**src/rtl/core/uarq_pkg.sv**
```systemverilog
// ----------------------------------------------------------------------------
// uarq_pkg
// Shared types and constants for the uart receive event queue: event record,
// function codes and the request bundle between the core and the ring.
// ----------------------------------------------------------------------------
package uarq_pkg;

	// default number of ring entries
	localparam int QueueDepthDefault = 64;

	// fixed field widths
	localparam int WordW  = 9;
	localparam int CharW  = 8;
	localparam int CountW = 7;

	// item function codes
	typedef enum logic {
		FUNC_CAPTURE = 1'b0,
		FUNC_POP     = 1'b1
	} func_t;

	// one queued event
	typedef struct packed {
		logic [CharW-1:0] ch;
		logic             data_ok;
		logic             brk;
		logic             frame;
		logic             parity;
		logic             idle;
	} ev_t;

	// request from the core to the ring for one item
	typedef struct packed {
		logic push;
		logic pop;
	} ring_req_t;

endpackage

```
**src/rtl/core/uarq_classify.sv**
```systemverilog
// ----------------------------------------------------------------------------
// uarq_classify
// Turns captured receiver status flags and the data word into one event and
// computes the next receive interrupt enable.
// ----------------------------------------------------------------------------
module uarq_classify (
	input  logic                        rx_not_empty,
	input  logic                        frame_err,
	input  logic                        parity_err,
	input  logic                        idle,
	input  logic [uarq_pkg::WordW-1:0]  word,
	input  logic                        int_en_cur,
	output uarq_pkg::ev_t               ev,
	output logic                        ev_valid,
	output logic                        int_en_next
);

	logic word_zero;
	logic brk_det;

	// break is a framing error on an all-zero word
	assign word_zero = (word == '0);
	assign brk_det   = rx_not_empty && frame_err && word_zero;

	// event fields
	always_comb begin
		ev.ch      = rx_not_empty ? word[uarq_pkg::CharW-1:0] : '0;
		ev.brk     = brk_det;
		ev.parity  = rx_not_empty && parity_err;
		ev.frame   = rx_not_empty && ((frame_err && !word_zero) || parity_err);
		ev.data_ok = rx_not_empty && !brk_det && !parity_err;
		ev.idle    = idle;
	end

	assign ev_valid = rx_not_empty || idle;

	// idle sets the enable after any clearing by a break
	always_comb begin
		int_en_next = int_en_cur;
		if (brk_det) begin
			int_en_next = 1'b0;
		end
		if (idle) begin
			int_en_next = 1'b1;
		end
	end

endmodule

```
**src/rtl/core/uarq_ring.sv**
```systemverilog
// ----------------------------------------------------------------------------
// uarq_ring
// Event ring with write and read indexes and a fill count. A push on a full
// ring overwrites the oldest entry and moves the read index along.
// ----------------------------------------------------------------------------
module uarq_ring #(
	parameter int QUEUE_DEPTH = uarq_pkg::QueueDepthDefault
) (
	input  logic                                 clk,
	input  logic                                 arst_n,
	input  uarq_pkg::ring_req_t                  req,
	input  uarq_pkg::ev_t                        wr_data,
	output uarq_pkg::ev_t                        rd_data_s2,
	output logic                                 pop_ok_s2,
	output logic [$clog2(QUEUE_DEPTH+1)-1:0]     count
);

	localparam int IdxW = $clog2(QUEUE_DEPTH);
	localparam int CntW = $clog2(QUEUE_DEPTH + 1);

	uarq_pkg::ev_t  ring_mem_q [QUEUE_DEPTH];
	logic [IdxW-1:0] wr_q;
	logic [IdxW-1:0] rd_q;
	logic [CntW-1:0] cnt_q;
	logic [IdxW-1:0] wr_inc;
	logic [IdxW-1:0] rd_inc;
	logic            full;
	logic            empty;
	logic            do_pop;

	// index wrap at the ring depth
	assign wr_inc = (wr_q == IdxW'(QUEUE_DEPTH - 1)) ? '0 : wr_q + 1'b1;
	assign rd_inc = (rd_q == IdxW'(QUEUE_DEPTH - 1)) ? '0 : rd_q + 1'b1;
	assign full   = (cnt_q == CntW'(QUEUE_DEPTH));
	assign empty  = (cnt_q == '0);
	assign do_pop = req.pop && !empty;

	// ring storage, one write or one read per cycle
	always_ff @(posedge clk) begin
		if (req.push) begin
			ring_mem_q[wr_q] <= wr_data;
		end
		if (do_pop) begin
			rd_data_s2 <= ring_mem_q[rd_q];
		end
	end

	// indexes and fill count
	always_ff @(posedge clk or negedge arst_n) begin
		if (!arst_n) begin
			wr_q      <= '0;
			rd_q      <= '0;
			cnt_q     <= '0;
			pop_ok_s2 <= 1'b0;
		end else begin
			pop_ok_s2 <= do_pop;
			if (req.push) begin
				wr_q <= wr_inc;
				if (full) begin
					rd_q <= rd_inc;
				end else begin
					cnt_q <= cnt_q + 1'b1;
				end
			end else if (do_pop) begin
				rd_q  <= rd_inc;
				cnt_q <= cnt_q - 1'b1;
			end
		end
	end

	assign count = cnt_q;

`ifndef SYNTH
	a_cnt_bound: assert property (@(posedge clk) disable iff (!arst_n)
		cnt_q <= CntW'(QUEUE_DEPTH))
		else $error("ring count above depth");

	a_one_req: assert property (@(posedge clk) disable iff (!arst_n)
		!(req.push && req.pop))
		else $error("push and pop in the same cycle");

	a_full_push: assert property (@(posedge clk) disable iff (!arst_n)
		(req.push && full) |=> (cnt_q == CntW'(QUEUE_DEPTH)) && (rd_q == wr_q))
		else $error("overwrite on full ring lost track of the read index");

	a_empty_pop: assert property (@(posedge clk) disable iff (!arst_n)
		(req.pop && empty) |=> !pop_ok_s2 && $stable(cnt_q) && $stable(rd_q))
		else $error("pop on empty ring changed state");

	a_pop_ok: assert property (@(posedge clk) disable iff (!arst_n)
		pop_ok_s2 |-> $past(req.pop) && ($past(cnt_q) != '0))
		else $error("pop reported without a held event");
`endif

endmodule

```
**src/rtl/core/uart_rx_event_queue_core.sv**
```systemverilog
// ----------------------------------------------------------------------------
// uart_rx_event_queue_core
// Receive event queue: captures are classified and pushed into the ring,
// pops return the oldest event, every request gives one strobed result.
// ----------------------------------------------------------------------------
//  channel   handshake        payload
//  request   start / busy     func, flag_rx_not_empty, flag_frame_err,
//                             flag_parity_err, flag_idle, rx_word
//  result    done (1 cycle)   pop_ok, ev_char, ev_has_data, ev_break,
//                             ev_frame_err, ev_parity_err, ev_idle,
//                             queued_count, rx_int_enabled
//
//  one request per cycle; busy is always low
//  done is registered behind the input register: the input register feeds
//  the ring, whose read port is registered; the result is taken at the next edge
//  reset: empty ring, indexes zero, receive interrupt enable set
//  ring contents are not cleared; the fill count keeps pops off stale entries
// ----------------------------------------------------------------------------
module uart_rx_event_queue_core #(
	parameter int QUEUE_DEPTH = uarq_pkg::QueueDepthDefault
) (
	input  logic                          clk,
	input  logic                          arst_n,
	input  logic                          start,
	output logic                          busy,
	input  logic                          func,
	input  logic                          flag_rx_not_empty,
	input  logic                          flag_frame_err,
	input  logic                          flag_parity_err,
	input  logic                          flag_idle,
	input  logic [uarq_pkg::WordW-1:0]    rx_word,
	output logic                          done,
	output logic                          pop_ok,
	output logic [uarq_pkg::CharW-1:0]    ev_char,
	output logic                          ev_has_data,
	output logic                          ev_break,
	output logic                          ev_frame_err,
	output logic                          ev_parity_err,
	output logic                          ev_idle,
	output logic [uarq_pkg::CountW-1:0]   queued_count,
	output logic                          rx_int_enabled
);

	localparam int CntW = $clog2(QUEUE_DEPTH + 1);

	logic                          valid_s1;
	logic                          func_s1;
	logic                          rx_ne_s1;
	logic                          fe_s1;
	logic                          pe_s1;
	logic                          idle_s1;
	logic [uarq_pkg::WordW-1:0]    word_s1;
	logic                          done_s2;
	logic                          int_en_q;
	logic                          int_en_next;
	logic                          capture;
	uarq_pkg::ev_t                 ev;
	logic                          ev_valid;
	uarq_pkg::ring_req_t           req;
	uarq_pkg::ev_t                 rd_data_s2;
	logic                          pop_ok_s2;
	logic [CntW-1:0]               count;
	logic [CntW+uarq_pkg::CountW-1:0] count_ext;

	assign busy = 1'b0;

	// input register
	always_ff @(posedge clk or negedge arst_n) begin
		if (!arst_n) begin
			valid_s1 <= 1'b0;
		end else begin
			valid_s1 <= start && !busy;
		end
	end

	always_ff @(posedge clk) begin
		if (start && !busy) begin
			func_s1  <= func;
			rx_ne_s1 <= flag_rx_not_empty;
			fe_s1    <= flag_frame_err;
			pe_s1    <= flag_parity_err;
			idle_s1  <= flag_idle;
			word_s1  <= rx_word;
		end
	end

	// classify the captured status
	uarq_classify u_classify (
		.rx_not_empty (rx_ne_s1),
		.frame_err    (fe_s1),
		.parity_err   (pe_s1),
		.idle         (idle_s1),
		.word         (word_s1),
		.int_en_cur   (int_en_q),
		.ev           (ev),
		.ev_valid     (ev_valid),
		.int_en_next  (int_en_next)
	);

	// ring request for this item
	assign capture  = valid_s1 && (func_s1 == uarq_pkg::FUNC_CAPTURE);
	assign req.push = capture && ev_valid;
	assign req.pop  = valid_s1 && (func_s1 == uarq_pkg::FUNC_POP);

	uarq_ring #(
		.QUEUE_DEPTH (QUEUE_DEPTH)
	) u_ring (
		.clk        (clk),
		.arst_n     (arst_n),
		.req        (req),
		.wr_data    (ev),
		.rd_data_s2 (rd_data_s2),
		.pop_ok_s2  (pop_ok_s2),
		.count      (count)
	);

	// receive interrupt enable and result strobe
	always_ff @(posedge clk or negedge arst_n) begin
		if (!arst_n) begin
			int_en_q <= 1'b1;
			done_s2  <= 1'b0;
		end else begin
			done_s2 <= valid_s1;
			if (capture) begin
				int_en_q <= int_en_next;
			end
		end
	end

	// result fields, event part zero unless a pop succeeded
	assign done          = done_s2;
	assign pop_ok        = pop_ok_s2;
	assign ev_char       = pop_ok_s2 ? rd_data_s2.ch : '0;
	assign ev_has_data   = pop_ok_s2 && rd_data_s2.data_ok;
	assign ev_break      = pop_ok_s2 && rd_data_s2.brk;
	assign ev_frame_err  = pop_ok_s2 && rd_data_s2.frame;
	assign ev_parity_err = pop_ok_s2 && rd_data_s2.parity;
	assign ev_idle       = pop_ok_s2 && rd_data_s2.idle;
	assign count_ext     = {{uarq_pkg::CountW{1'b0}}, count};
	assign queued_count  = count_ext[uarq_pkg::CountW-1:0];
	assign rx_int_enabled = int_en_q;

endmodule

```
**config.mk**
```make
export PLATFORM = sky130hd
export DESIGN_NAME = uart_rx_event_queue_core
export DESIGN_NICKNAME = d
export VERILOG_FILES = /design/src/rtl/core/uarq_pkg.sv /design/src/rtl/core/uarq_classify.sv /design/src/rtl/core/uarq_ring.sv /design/src/rtl/core/uart_rx_event_queue_core.sv
export SDC_FILE = /design/constraint.sdc
export NUM_CORES = 1
export LEC_CHECK = 0
export BUFFER_PORTS_ARGS = -buffer_cell sky130_fd_sc_hd__buf_4
export CORE_ASPECT_RATIO = 0.75
export CORE_UTILIZATION = 60
export CTS_BUF_LIST = sky130_fd_sc_hd__clkbuf_16
export DETAILED_ROUTE_END_ITERATION = 12
export PLACE_DENSITY = 0.76
export REMOVE_ABC_BUFFERS = 1
export SLEW_MARGIN = 40
export SYNTH_ARGS = -nofsm -noshare
export SYNTH_HDL_FRONTEND = slang
export SYNTH_HIERARCHICAL = 1
export SYNTH_SLANG_ARGS = --single-unit
```
**constraint.sdc**
```tcl
create_clock -name clk -period 10.8 [get_ports clk]
set_clock_uncertainty 0.15 [all_clocks]
set_input_delay 2.16 -clock clk [delete_from_list [all_inputs] [get_ports clk]]
set_output_delay 2.16 -clock clk [all_outputs]
set_load 0.02 [all_outputs]
```
==> summary.md <==
| Metric | Value |
|---|---|
| Fin area | `38300 um^2` |
| Setup ws final | `6660 ps` |
| Syn avg cell area | `20.9 um^2` |
| Area leader, netlist | `edfxtp_1` |
| I/O pin count | `41` |
| Crit path required time | `8490 ps` |
| Vias | `17000` |
| Fin nets | `1770` |
| Slew @ Worst Pin | `860 ps` |
| Unrepaired setup endpoints after global routing | `no` |
| Number of remaining DRC errors | `0` |
| Post-synth top cells | `859 x edfxtp_1, 181 x mux4_2, 93 x nor2_1` |
| Area contributors post-synth | `edfxtp_1 75%, mux4_2 12%, mux2i_1 1.9%, dfrtp_1 1.6%, o22ai_1 1.2%` |
| Drt wl/cell | `30.5 um` |
| Worst Path Max Fanout | `14` |
| Minimum clock period after layout | `4140 ps` |
| Clk Latency, worst-skew pair | `630 ps` |
| Most frequent cell after synthesis | `edfxtp_1` |
| Synth warnings | `6` |
| Num CTS Buffers | `78` |
| Htree depth | `3` |
| First-pass GRT wire length | `114000 um` |
| Simple-gate portion of the synthesized area | `3.45%` |
| Compound-gate portion of the synthesized area | `3.51%` |
| Critical path's top delay family | `flip-flops` |
| Sequential element share of the synthesized area | `76.6%` |
| Post-synthesis xor/xnor area fraction | `0.254%` |
| Number of synthesized flops with an enable pin | `859` |
| CTS tree | `built` |
| Setup CP Type | `reg -> out` |
| Slew margin rel. | `42.4%` |
| Outcome | `completed` |
| Setup Fix Bufs, Post-CTS | `0` |
| Post-Synth Adder-Cell Area | `0.313%` |
| CTS Buffer Depth | `3` |
| Starting density of the core | `61.1%` |
| Netlist cell types | `66` |
| DP Wirelength | `44900 um` |
| Vias per cell | `6.72` |
| Post-synthesis cell area | `34400 um^2` |
| Final Hold Vio Count | `0` |
| Dpl cell area | `35700 um^2` |
| Max Slew Vio Count | `0` |
| Synthesis-to-finish area growth | `11.3%` |
| Setup TNS Final | `0 ps` |
| Post-DRT Antenna Nets | `0` |
| Static leakage | `0.0124 uW` |
| Top cell type's share of synthesized area | `74.9%` |
| Mux contribution to synthesized area | `14.1%` |
| Fin cells | `2535` |
| VDD IR max | `0.160 mV` |
| DIE WIDTH | `279 um` |
| Routability cong. | `0.848` |
| Final wirelength | `77200 um` |
| Worst path cell trace | `and2_1 -> buf_4` |
| CTS Root Cell | `clkbuf_16` |
| CTS sink cnt | `882` |
| Hold_buf cts | `0` |
| Number of global-route vias before repair | `17000` |
| Mapped Cells | `1644` |
| Post_cts resized | `0` |
| Hold crit path type | `reg -> reg` |
| WP buf/inv | `1` |
| Core Area | `56300 um^2` |
| Overflow after GRT | `0` |
| Power density over the cells | `238 nW/um^2` |
| Worst EP arrival | `1830 ps` |
| Die Y | `209 um` |
| WHS | `266 ps` |
| Crit path capture type | `primary output` |
| Async S/R FF share, synth | `2.61%` |
| Fin crit share | `38.3%` |
| Initial DRC Count | `2379` |
| I/O Buffers | `39` |
| Pin count of the biggest net entering global routing | `83` |
| Fmax | `0.242 GHz` |
| Crit-path max cell delay | `770 ps` |
| GRT Overall Usage | `27.3%` |
| Die ar. | `58400 um^2` |
| Pre-antenna DRT Iters | `5` |
| Initial antenna violation count | `1` |
| Share of layout cells above drive strength 1 | `26.3%` |
| DP Worst Slack | `6990 ps` |
| Yosys reg bits | `882` |
| Clock transition at path regs | `70 ps` |
| Row cnt | `75` |
| Main synth FF type | `edfxtp_1` |
| Critical path launch point type | `flop` |
| # setup viols final | `0` |
| Placed Instances | `2395` |
| Slowest cell on crit path | `dfrtp_1` |
| Largest family of logic cells by synthesized area | `multiplexers` |
| Maxcap violations | `0` |
| Diode count | `0` |
-- cells by family after synthesis --
| family | Yosys count |
|---|---|
| simple gates | 233 |
| fa+ha+maj | 8 |
| other cells | 1 |
| flops | 882 |
| mux | 255 |
| compound gates | 160 |
| xor+xnor | 10 |
| buf+inv | 95 |
-- per-stage QoR --
| stage | utilization (%) | power (uW) |
|---|---|---|
| 2_1_floorplan | - | 5960 |
| 3_3_place_gp | 63.3 | 6320 |
| 3_5_place_dp | 63.5 | 6380 |
| 4_1_cts | 67.9 | 9120 |
| 5_1_grt | 68.1 | 9410 |
| 6_report | 68.1 | 9110 |
-- where the power goes --
part           internal [uW]  switching (uW)  total, uW
clock                   1570            1180       2750
combinational            997            1280       2280
sequential              3900             185       4080
total                   6460            2650       9110
-- layer usage --
layer	vias to the layer above	wire length (um)	GRT usage, %
met5	-	11	0
met4	2	1620	6.61
met3	124	9810	8.68
met2	1065	35100	40.2
met1	8841	30600	40.4
li1	7015	-	-
-- cells in the final DEF, fill, tap and decap left out, types with 11 or more instances in the layout --
master / n
mux2i_1: 64
clkbuf_16: 81
and2_1: 15
clkinv_2: 12
a211oi_2: 18
buf_4: 104
a21oi_1: 13
dfrtp_1: 19
o22ai_1: 65
edfxtp_1: 859
inv_1: 25
nor2_1: 77
mux4_2: 181
clkinv_1: 12
nand3_1: 11
nand2_1: 38
-- state kept, by name (all words and copies together) (netlist names), 6 cells and up --
signal and flops:
word_s1 9, u_ring/rd_data_s2 13, u_ring/ring_mem_q 832, u_ring/rd_q 6
u_ring/count 7, u_ring/wr_q 6
-- final cells by class --
type	instances	area [um^2]
tap	731	915
inverter	6	22.5
timing repair buffer	110	877
multi-input combinational	667	7610
sequential	882	26400
clock inverter	58	488
clock buffer	81	2030
fill	3380	18000
-- path summary, 6_finish.rpt --
check                                                 from  slack (ps)  depth (start not counted)                                  to
worst max-delay path            u_ring/pop_ok_s2$_DFF_PN0_        6660                          2                            ev_break
worst min-delay path                    valid_s1$_DFF_PN0_         270                          0                      done$_DFF_PN0_
worst min register to register          valid_s1$_DFF_PN0_         270                          0                      done$_DFF_PN0_
min in group asynchronous                           arst_n        1300                          1         u_ring/count[6]$_DFFE_PN0P_
max in group asynchronous                           arst_n        8900                          1          rx_int_enabled$_DFFE_PN1P_
worst max register to register           idle_s1$_DFFE_PP_        6960                          7  u_ring/ring_mem_q[35][7]$_DFFE_PP_
(Power assumes the default switching activity.)
